[src/sv/cbct_pkg.sv]
// ----------------------------------------------------------------------------
// cbct_pkg
// Shared constants, register codes, width helpers and pipeline control type.
// ----------------------------------------------------------------------------
`default_nettype none

package cbct_pkg;

  localparam int COORD_BITS_DEF = 20;
  localparam int SIZE_BITS_DEF  = 16;

  localparam int OFFSET_BITS    = 16;
  localparam int SCALE_BITS     = 12;
  localparam int FRAC_SHIFT     = 8;   // Q4.8 scale fraction
  localparam int CFG_INDEX_BITS = 4;
  localparam int CFG_DATA_BITS  = 16;

  localparam logic [SCALE_BITS-1:0] SCALE_ONE = SCALE_BITS'(256);

  // accepting edge to result strobe
  localparam int LATENCY = 7;

  typedef enum logic [CFG_INDEX_BITS-1:0] {
    REG_OFFSET_AX = 4'd0,
    REG_OFFSET_AY = 4'd1,
    REG_SCALE_AX  = 4'd2,
    REG_SCALE_AY  = 4'd3,
    REG_OFFSET_BX = 4'd4,
    REG_OFFSET_BY = 4'd5,
    REG_SCALE_BX  = 4'd6,
    REG_SCALE_BY  = 4'd7
  } cfg_reg_t;

  typedef struct packed {
    logic valid;
    logic box_pair;
    logic box_hit;
  } pair_ctl_t;

  // 2*pos + size + 2*offset, in 1/2 pixel
  function automatic int c2_bits(int cb, int sb);
    int m;
    m = cb + 1;
    if (sb + 1 > m) m = sb + 1;
    if (OFFSET_BITS + 1 > m) m = OFFSET_BITS + 1;
    return m + 2;
  endfunction

  // scaled size, 1/512 pixel
  function automatic int half_bits(int sb);
    return sb + SCALE_BITS;
  endfunction

  // centre and box edges, 1/512 pixel
  function automatic int edge_bits(int cb, int sb);
    int m;
    m = c2_bits(cb, sb) + FRAC_SHIFT;
    if (half_bits(sb) + 1 > m) m = half_bits(sb) + 1;
    return m + 1;
  endfunction

endpackage

`default_nettype wire

[src/sv/cbct_select.sv]
// ----------------------------------------------------------------------------
// cbct_select
// Picks circle and target roles, clamps, tests box overlap, forms distances.
// ----------------------------------------------------------------------------
`default_nettype none

module cbct_select
  import cbct_pkg::*;
#(
  parameter int CB = COORD_BITS_DEF,
  parameter int SB = SIZE_BITS_DEF
) (
  input  wire logic                                clk,
  input  wire logic                                rst,
  input  wire logic                                in_valid,
  input  wire logic                                kind_a,
  input  wire logic signed [edge_bits(CB, SB)-1:0] cx_a,
  input  wire logic signed [edge_bits(CB, SB)-1:0] cy_a,
  input  wire logic signed [edge_bits(CB, SB)-1:0] lo_xa,
  input  wire logic signed [edge_bits(CB, SB)-1:0] hi_xa,
  input  wire logic signed [edge_bits(CB, SB)-1:0] lo_ya,
  input  wire logic signed [edge_bits(CB, SB)-1:0] hi_ya,
  input  wire logic [half_bits(SB)-1:0]            rad_a,
  input  wire logic                                kind_b,
  input  wire logic signed [edge_bits(CB, SB)-1:0] cx_b,
  input  wire logic signed [edge_bits(CB, SB)-1:0] cy_b,
  input  wire logic signed [edge_bits(CB, SB)-1:0] lo_xb,
  input  wire logic signed [edge_bits(CB, SB)-1:0] hi_xb,
  input  wire logic signed [edge_bits(CB, SB)-1:0] lo_yb,
  input  wire logic signed [edge_bits(CB, SB)-1:0] hi_yb,
  input  wire logic [half_bits(SB)-1:0]            rad_b,
  output pair_ctl_t                                ctl,
  output logic [edge_bits(CB, SB)-1:0]             dx,
  output logic [edge_bits(CB, SB)-1:0]             dy,
  output logic [half_bits(SB):0]                   r
);

  localparam int EW = edge_bits(CB, SB);
  localparam int HW = half_bits(SB);

  // stage 3: roles, clamp and box overlap
  logic                 circ_b, both;
  logic signed [EW-1:0] ccx, ccy, tlo_x, thi_x, tlo_y, thi_y;
  logic signed [EW-1:0] mn_x, mn_y, qx_next, qy_next;
  logic [HW:0]          r_next;
  logic                 box_hit_next;
  pair_ctl_t            ctl3;
  logic signed [EW-1:0] qx, qy, ccx3, ccy3;
  logic [HW:0]          r3;

  assign circ_b = !kind_a && kind_b;
  assign both   = kind_a && kind_b;

  always_comb begin
    ccx = circ_b ? cx_b : cx_a;
    ccy = circ_b ? cy_b : cy_a;
    if (both) begin
      // the second circle acts as a point, its radius joins the first
      tlo_x = cx_b;
      thi_x = cx_b;
      tlo_y = cy_b;
      thi_y = cy_b;
      r_next = (HW + 1)'(rad_a) + (HW + 1)'(rad_b);
    end else if (circ_b) begin
      tlo_x = lo_xa;
      thi_x = hi_xa;
      tlo_y = lo_ya;
      thi_y = hi_ya;
      r_next = (HW + 1)'(rad_b);
    end else begin
      tlo_x = lo_xb;
      thi_x = hi_xb;
      tlo_y = lo_yb;
      thi_y = hi_yb;
      r_next = (HW + 1)'(rad_a);
    end
    mn_x    = (ccx < thi_x) ? ccx : thi_x;
    mn_y    = (ccy < thi_y) ? ccy : thi_y;
    qx_next = (tlo_x > mn_x) ? tlo_x : mn_x;
    qy_next = (tlo_y > mn_y) ? tlo_y : mn_y;
  end

  // strict overlap: each lower edge below both upper edges
  assign box_hit_next = (lo_xa < hi_xa) && (lo_xa < hi_xb) &&
                        (lo_xb < hi_xa) && (lo_xb < hi_xb) &&
                        (lo_ya < hi_ya) && (lo_ya < hi_yb) &&
                        (lo_yb < hi_ya) && (lo_yb < hi_yb);

  always_ff @(posedge clk) begin
    qx   <= qx_next;
    qy   <= qy_next;
    ccx3 <= ccx;
    ccy3 <= ccy;
    r3   <= r_next;
    ctl3.box_pair <= !kind_a && !kind_b;
    ctl3.box_hit  <= box_hit_next;
    if (rst) begin
      ctl3.valid <= 1'b0;
    end else begin
      ctl3.valid <= in_valid;
    end
  end

  // stage 4: absolute distances
  always_ff @(posedge clk) begin
    dx  <= (qx >= ccx3) ? EW'(qx - ccx3) : EW'(ccx3 - qx);
    dy  <= (qy >= ccy3) ? EW'(qy - ccy3) : EW'(ccy3 - qy);
    r   <= r3;
    ctl.box_pair <= ctl3.box_pair;
    ctl.box_hit  <= ctl3.box_hit;
    if (rst) begin
      ctl.valid <= 1'b0;
    end else begin
      ctl.valid <= ctl3.valid;
    end
  end

endmodule

`default_nettype wire

[config.mk]
export PLATFORM = sky130hd
export DESIGN_NAME = cbct_select
export DESIGN_NICKNAME = d
export VERILOG_FILES = /design/src/sv/cbct_pkg.sv /design/src/sv/cbct_select.sv
export SDC_FILE = /design/constraint.sdc
export NUM_CORES = 1
export LEC_CHECK = 0
export BUFFER_PORTS_ARGS = -buffer_cell sky130_fd_sc_hd__buf_2
export CAP_MARGIN = 25
export CORE_UTILIZATION = 43
export DETAILED_ROUTE_END_ITERATION = 16
export GPL_ROUTABILITY_DRIVEN = 0
export PLACE_DENSITY = 0.68
export SLEW_MARGIN = 5
export SYNTH_ARGS = -nofsm -noshare
export SYNTH_HDL_FRONTEND = slang
export SYNTH_SLANG_ARGS = --single-unit
[constraint.sdc]
create_clock -name clk -period 7.3 [get_ports clk]
set_clock_uncertainty 0.05 [all_clocks]
set_input_delay 0.73 -clock clk [delete_from_list [all_inputs] [get_ports clk]]
set_output_delay 0.73 -clock clk [all_outputs]
set_load 0.005 [all_outputs]
; Yosys cells after proc, flatten, opt, wreduce, memory -nomap -nowiden
; Index checks and enable logic that the tools add are counted.
; W data, S select, Z words.
[word_totals]
register_bits = 256
word_cells = 63
[classes]
addsub = 5
n_lt_le_gt_ge = 14
muxes = 18
n_reduce_logical = 12
[ops]
columns = cell, n
row1 = $mux W32, 16
row2 = $lt A32 B32 Y1, 10
row3 = $sub A32 B32 Y32, 4
row4 = $ge A32 B32 Y1, 2
row5 = $gt A32 B32 Y1, 2
row6 = $add A28 B28 Y29, 1
row7 = $mux W29, 1
row8 = $mux W28, 1
row9 = $logic_and A1 B1 Y1, 10
row10 = $logic_not A1 Y1, 2

; Logic depth before layout (Yosys ltp)
[logic_depth]
word_depth = 8
mapped_depth = 31
depth_no_buf = 25

; Worst setup path before layout
; No wires, ideal clock.
[synth_path]
path_kind = input to register
start = input kind_a
end = register qy[17]
setup_time_ps = 70
t_arrival_ps = 6314
t_required_ps = 7180
path_slack_ps = 866
path_stages = 31
path_cell_list = buf_4 > nor2b_1 > buf_2 > buf_1 > buf_2 > mux2i_1 > inv_1 > ha_1 > a21o_1 > a21o_1 > a221oi_1 > nor4bb_1 > o21ai_1 > a31oi_1 > mux2_2 > buf_4 > nand2_1 > o21ai_0 > ha_1 > nand4_1 > nor2_1 > nand3_1 > or3_1 > a21oi_1 > nor3_1 > o32ai_1 > a21o_1 > buf_2 > clkbuf_1 > nor2_1 > a21oi_1
[synth_between]
word_cells_on_any_way = 12
[synth_rtl]
columns = element, line_no
row1 = "start, declared", cbct_select.sv:16  ; input wire logic kind_a,
row2 = $logic_not A1 Y1 *, cbct_select.sv:51  ; assign circ_b = !kind_a && kind_b;
row3 = $logic_and A1 B1 Y1 *, cbct_select.sv:51
row4 = $mux W32 *, cbct_select.sv:56  ; ccy = circ_b ? cy_b : cy_a;
row5 = named net ccy[13], cbct_select.sv:43  ; logic signed [EW-1:0] ccx, ccy, tlo_x, thi_x, tlo_y, thi_y;
row6 = $lt A32 B32 Y1, cbct_select.sv:78  ; mn_y = (ccy < thi_y) ? ccy : thi_y;
row7 = $mux W32 *, cbct_select.sv:78
row8 = $gt A32 B32 Y1, cbct_select.sv:80  ; qy_next = (tlo_y > mn_y) ? tlo_y : mn_y;
row9 = $mux W32 *, cbct_select.sv:80
row10 = named net qy_next[17], cbct_select.sv:44  ; logic signed [EW-1:0] mn_x, mn_y, qx_next, qy_next;
row11 = "end signal, assigned", cbct_select.sv:91  ; qy <= qy_next;
row12 = "end, declared", cbct_select.sv:48  ; logic signed [EW-1:0] qx, qy, ccx3, ccy3;
; Mark *: on every way through the listed nets, which the timed path passes. The rest lies on a longest branch.
; A chain may end at the register's enable or synchronous reset.

; Final worst setup path
[layout_path]
start = input kind_b
end = register qy[6]
[layout_between]
word_cells_on_any_way = 11
[layout_rtl]
columns = element, line_no
row1 = "start, declared", cbct_select.sv:24  ; input wire logic kind_b,
row2 = $logic_and A1 B1 Y1 *, cbct_select.sv:51
row3 = $mux W32 *, cbct_select.sv:56
row4 = named net ccy[29], cbct_select.sv:43
row5 = $lt A32 B32 Y1, cbct_select.sv:78
row6 = $mux W32 *, cbct_select.sv:78
row7 = $gt A32 B32 Y1, cbct_select.sv:80
row8 = $mux W32 *, cbct_select.sv:80
row9 = named net qy_next[6], cbct_select.sv:44
; Marked as above.

==> qor.yml <==
floorplan:
  io_pins: 541
  die_w_um: 254
  start_util_pct: 43.8
  chipHeight_um: 254
  die_area_sq_mm: 0.0643
  core-area_sq_mm: 0.0621
  rows: 91
clocking:
  cts_buffers: 35
  cts_root_buf: "sky130_fd_sc_hd__clkbuf_16"
  cts-resized-gates: 0
  cts_tree: "done"
  clock_latency_ps: 550
  post_cts_hold_buffer_count: 0
  post-cts-setup-buffers: 0
  cts.reportedPaths.clkPinSlew_ps: 60
  clock-sinks: 256
  ctsHtreeMaxLevel: 2
  max-clock-path-buffers: 3
setup_path:
  critical_path.startpoint_type: "primary input"
  cpPeakStageDelay_ps: 730
  crit_cells: 24
  path_max_fanout: 43
  reg2reg_depth: 12
  critPathTopFamily: "simple AND/OR/NAND/NOR gates"
  critPathArrivalTime_ps: 6940
  library_cell_appearing_most_often_on_the_critical_path: "sky130_fd_sc_hd__nor3_1"
  slowest_stage: "sky130_fd_sc_hd__mux2_2"
  cp.buffers_inverters: 4
  crit_path_cell_trace: "buf_8 -> nor2b_4 -> buf_4 -> mux2i_1 -> inv_1 -> ha_1 -> nand4_1 -> nor3_1 -> nand3_1 -> nor3_1 -> a31oi_1 -> mux2_2 -> o21ai_0 -> ha_1 -> nand4_1 -> nor2_1 -> nand3_1 -> or3_1 -> a21oi_1 -> nor3_1 -> o32ai_1 -> a21o_2 -> buf_12 -> mux2i_1"
  timing.critical_path.to_type: "flip-flop"
  worst-endpoint-required_ps: 7710
  path_class: "in2reg"
routing:
  routed_via_density: 5.73
  post_drt_wl_per_cell_um: 21.1
  drt_wl_total_mm: 101
  drt_first_pass_iters: 6
  number_of_design_rule_violations_left_by_the_first_detailed_router_iteration: 2027
  detailroute.via_count: 27442
  route.detailed.drc: 0
  antenna_left: 0
global_route:
  maximum_number_of_pins_on_one_net_before_global_route_repair: 129
  grt_first_pass_wirelength_mm: 151
  first_global_vias: 26042
  globalRoute.totalOverflow: 0
  grt.total_usage_pct: 30.8
  antenna_found_initial: 45
synthesis:
  netlist-cell-type-count: 81
  synth_top_family_by_area: "compound AO/OA/AOI/OAI gates"
  yosys_register_bits: 256
  post_synth.cell_area_avg_sq_um: 7.90
  syn-cell-area_sq_mm: 0.0272
  synth_async_sr_flop_share_pct: 0
  synthSimpleGateAreaFrac_pct: 13.3
  yosys.area_share.adder_pct: 24.5
  ys_dominant_reg_cell: "sky130_fd_sc_hd__dfxtp_1"
  fraction_of_the_mapped_netlist_area_in_compound_gates_pct: 24.8
  number_of_nets_produced_by_synthesis: 4418
  synth.area.mux_share_pct: 8.23
  syn_inst: 3444
  synth.yosys.seq_area_share_pct: 18.8
  synth.yosys.warnings: 0
  synth_enable_flop_cells: 0
  post_synthesis_share_of_cell_area_spent_on_xor_and_xnor_gates_pct: 2.77
timing:
  rsz_0062_raised_after_global_routing: "no"
  whs_ps: 274
  period_minus_slack_ps: 6530
  timing.slew.headroom_pct: 29.9
  slew_viol_final: 0
  totalNegativeSetupSlack_ps: 0
  fin_crit_sh_pct: 89.5
  final-setup-viol-count: 0
  hold_violations: 0
  max_slew.worst_pin.slew_ps: 1030
  worst_slack_ps: 765
  fmaxAchievable_mhz: 153
status:
  run_status: "finished clean"
final_layout:
  layout-area-overhead-vs-synth_pct: 17.4
  final_core_utilization_pct: 51.4
  layout-drive-gt1-share_pct: 17.6
  finalNetCount: 4881
  fill_cells: 6034
place:
  worst_slack_after_detailed_placement_ps: 272
  number_of_port_buffers: 540
  dp.final_hpwl_mm: 86.4
min_path:
  min_delay_path_depth: 0
  hold_path.class: "reg2reg"
run:
  drv_cap: 0
power:
  p_leak_nw: 16.6
  power_per_cell_area_mw_per_mm2: 289
  peakVddDrop_mv: 0.179
==> cell families after synthesis <==
family,count (synthesis)
AO/OA/AOI/OAI,1064
flip-flops,256
multiplexers,218
AND/OR/NAND/NOR,769
buffers and inverters,521
adder cells (fa/ha/maj),530
XOR/XNOR,86
==> per-stage QoR <==
stage | instance area (sq um) | instances | power [mW]
2_1_floorplan | 27200 | 3444 | 5.84
3_3_place_gp | 30600 | 4707 | 7.25
3_5_place_dp | 30600 | 4707 | 7.29
4_1_cts | 31900 | 4771 | 9.16
5_1_grt | 31900 | 4788 | 9.91
6_report | 31900 | 4793 | 9.23
==> area by class of cell <==
| class | count | area, sq um | share of cell area [%] |
|---|---|---|---|
| multi-input cells | 2667 | 20100 | 62.9 |
| flip-flops and latches | 256 | 5120 | 16.1 |
| repair buffers | 565 | 2970 | 9.31 |
| inverters | 382 | 1430 | 4.49 |
| well taps | 837 | 1050 | 3.28 |
| clock buffers | 50 | 1010 | 3.18 |
| clock inverters | 14 | 210 | 0.659 |
| diodes | 22 | 55.1 | 0.172 |
==> where the power goes <==
group	switching, mW	internal [mW]
combinational	3.14	2.19
sequential	0.204	1.87
clock	0.691	1.15
total	4.03	5.20
==> sequential cells by signal, summed over array words and instances (netlist names), 29 cells and up <==
register,cells
qy,32
dy,32
ccx3,32
r,29
dx,32
ccy3,32
r3,29
qx,32
==> cell usage after synthesis (57+ instances only) <==
cell	count	area (sq um)
sky130_fd_sc_hd__a31oi_1	57	357
sky130_fd_sc_hd__o211ai_1	80	601
sky130_fd_sc_hd__ha_1	524	6560
sky130_fd_sc_hd__o21ai_0	248	1240
sky130_fd_sc_hd__nand4_1	74	463
sky130_fd_sc_hd__mux2i_1	172	1720
sky130_fd_sc_hd__clkbuf_1	68	255
sky130_fd_sc_hd__o21a_1	57	428
sky130_fd_sc_hd__dfxtp_1	256	5120
sky130_fd_sc_hd__nand2_1	233	875
sky130_fd_sc_hd__a21o_1	171	1280
sky130_fd_sc_hd__a21oi_1	282	1410
sky130_fd_sc_hd__nor2_1	235	882
sky130_fd_sc_hd__inv_1	382	1430
==> routing by layer <==
layer  routed length, um  up-vias  track usage, %
met5                 184        -               0
met3                9420      267            7.03
met4                4540       30            13.5
li1                    -    13299               -
met1               44000    12633            40.5
met2               43200     1213            47.8
==> layout by cell type (no fill, tap or decap), types with 11 or more instances in the layout <==
cell type / Yosys / routed
sky130_fd_sc_hd__a2111oi_0: 15 / 15
sky130_fd_sc_hd__a211oi_1: 31 / 31
sky130_fd_sc_hd__a21o_1: 171 / 170
sky130_fd_sc_hd__a21oi_1: 282 / 282
sky130_fd_sc_hd__a221oi_1: 12 / 12
sky130_fd_sc_hd__a31oi_1: 57 / 57
sky130_fd_sc_hd__and4_1: 11 / 11
sky130_fd_sc_hd__buf_2: 39 / 538
sky130_fd_sc_hd__buf_4: 10 / 20
sky130_fd_sc_hd__clkbuf_16: 0 / 36
sky130_fd_sc_hd__dfxtp_1: 256 / 256
sky130_fd_sc_hd__diode_2: 0 / 22
sky130_fd_sc_hd__ha_1: 524 / 524
sky130_fd_sc_hd__inv_1: 382 / 382
sky130_fd_sc_hd__mux2_2: 46 / 46
sky130_fd_sc_hd__mux2i_1: 172 / 172
sky130_fd_sc_hd__nand2_1: 233 / 233
sky130_fd_sc_hd__nand2b_1: 54 / 54
sky130_fd_sc_hd__nand3_1: 32 / 32
sky130_fd_sc_hd__nand4_1: 74 / 74
sky130_fd_sc_hd__nor2_1: 235 / 235
sky130_fd_sc_hd__nor2b_1: 42 / 41
sky130_fd_sc_hd__nor3_1: 39 / 39
sky130_fd_sc_hd__o2111ai_1: 12 / 12
sky130_fd_sc_hd__o211ai_1: 80 / 80
sky130_fd_sc_hd__o21a_1: 57 / 57
sky130_fd_sc_hd__o21ai_0: 248 / 247
sky130_fd_sc_hd__o21bai_1: 23 / 23
sky130_fd_sc_hd__xnor2_1: 49 / 49
sky130_fd_sc_hd__xor2_1: 37 / 37
==> worst paths after layout <==
kind	startpoint	endpoint	slack (ps)
max reg2reg	qx[15]$_DFF_P_	dx[28]$_DFF_P_	3270
min	r3[27]$_DFF_P_	r[27]$_DFF_P_	270
max	kind_b	qy[6]$_DFF_P_	770
min reg2reg	r3[27]$_DFF_P_	r[27]$_DFF_P_	270
Power figures use the tool's default switching activity.
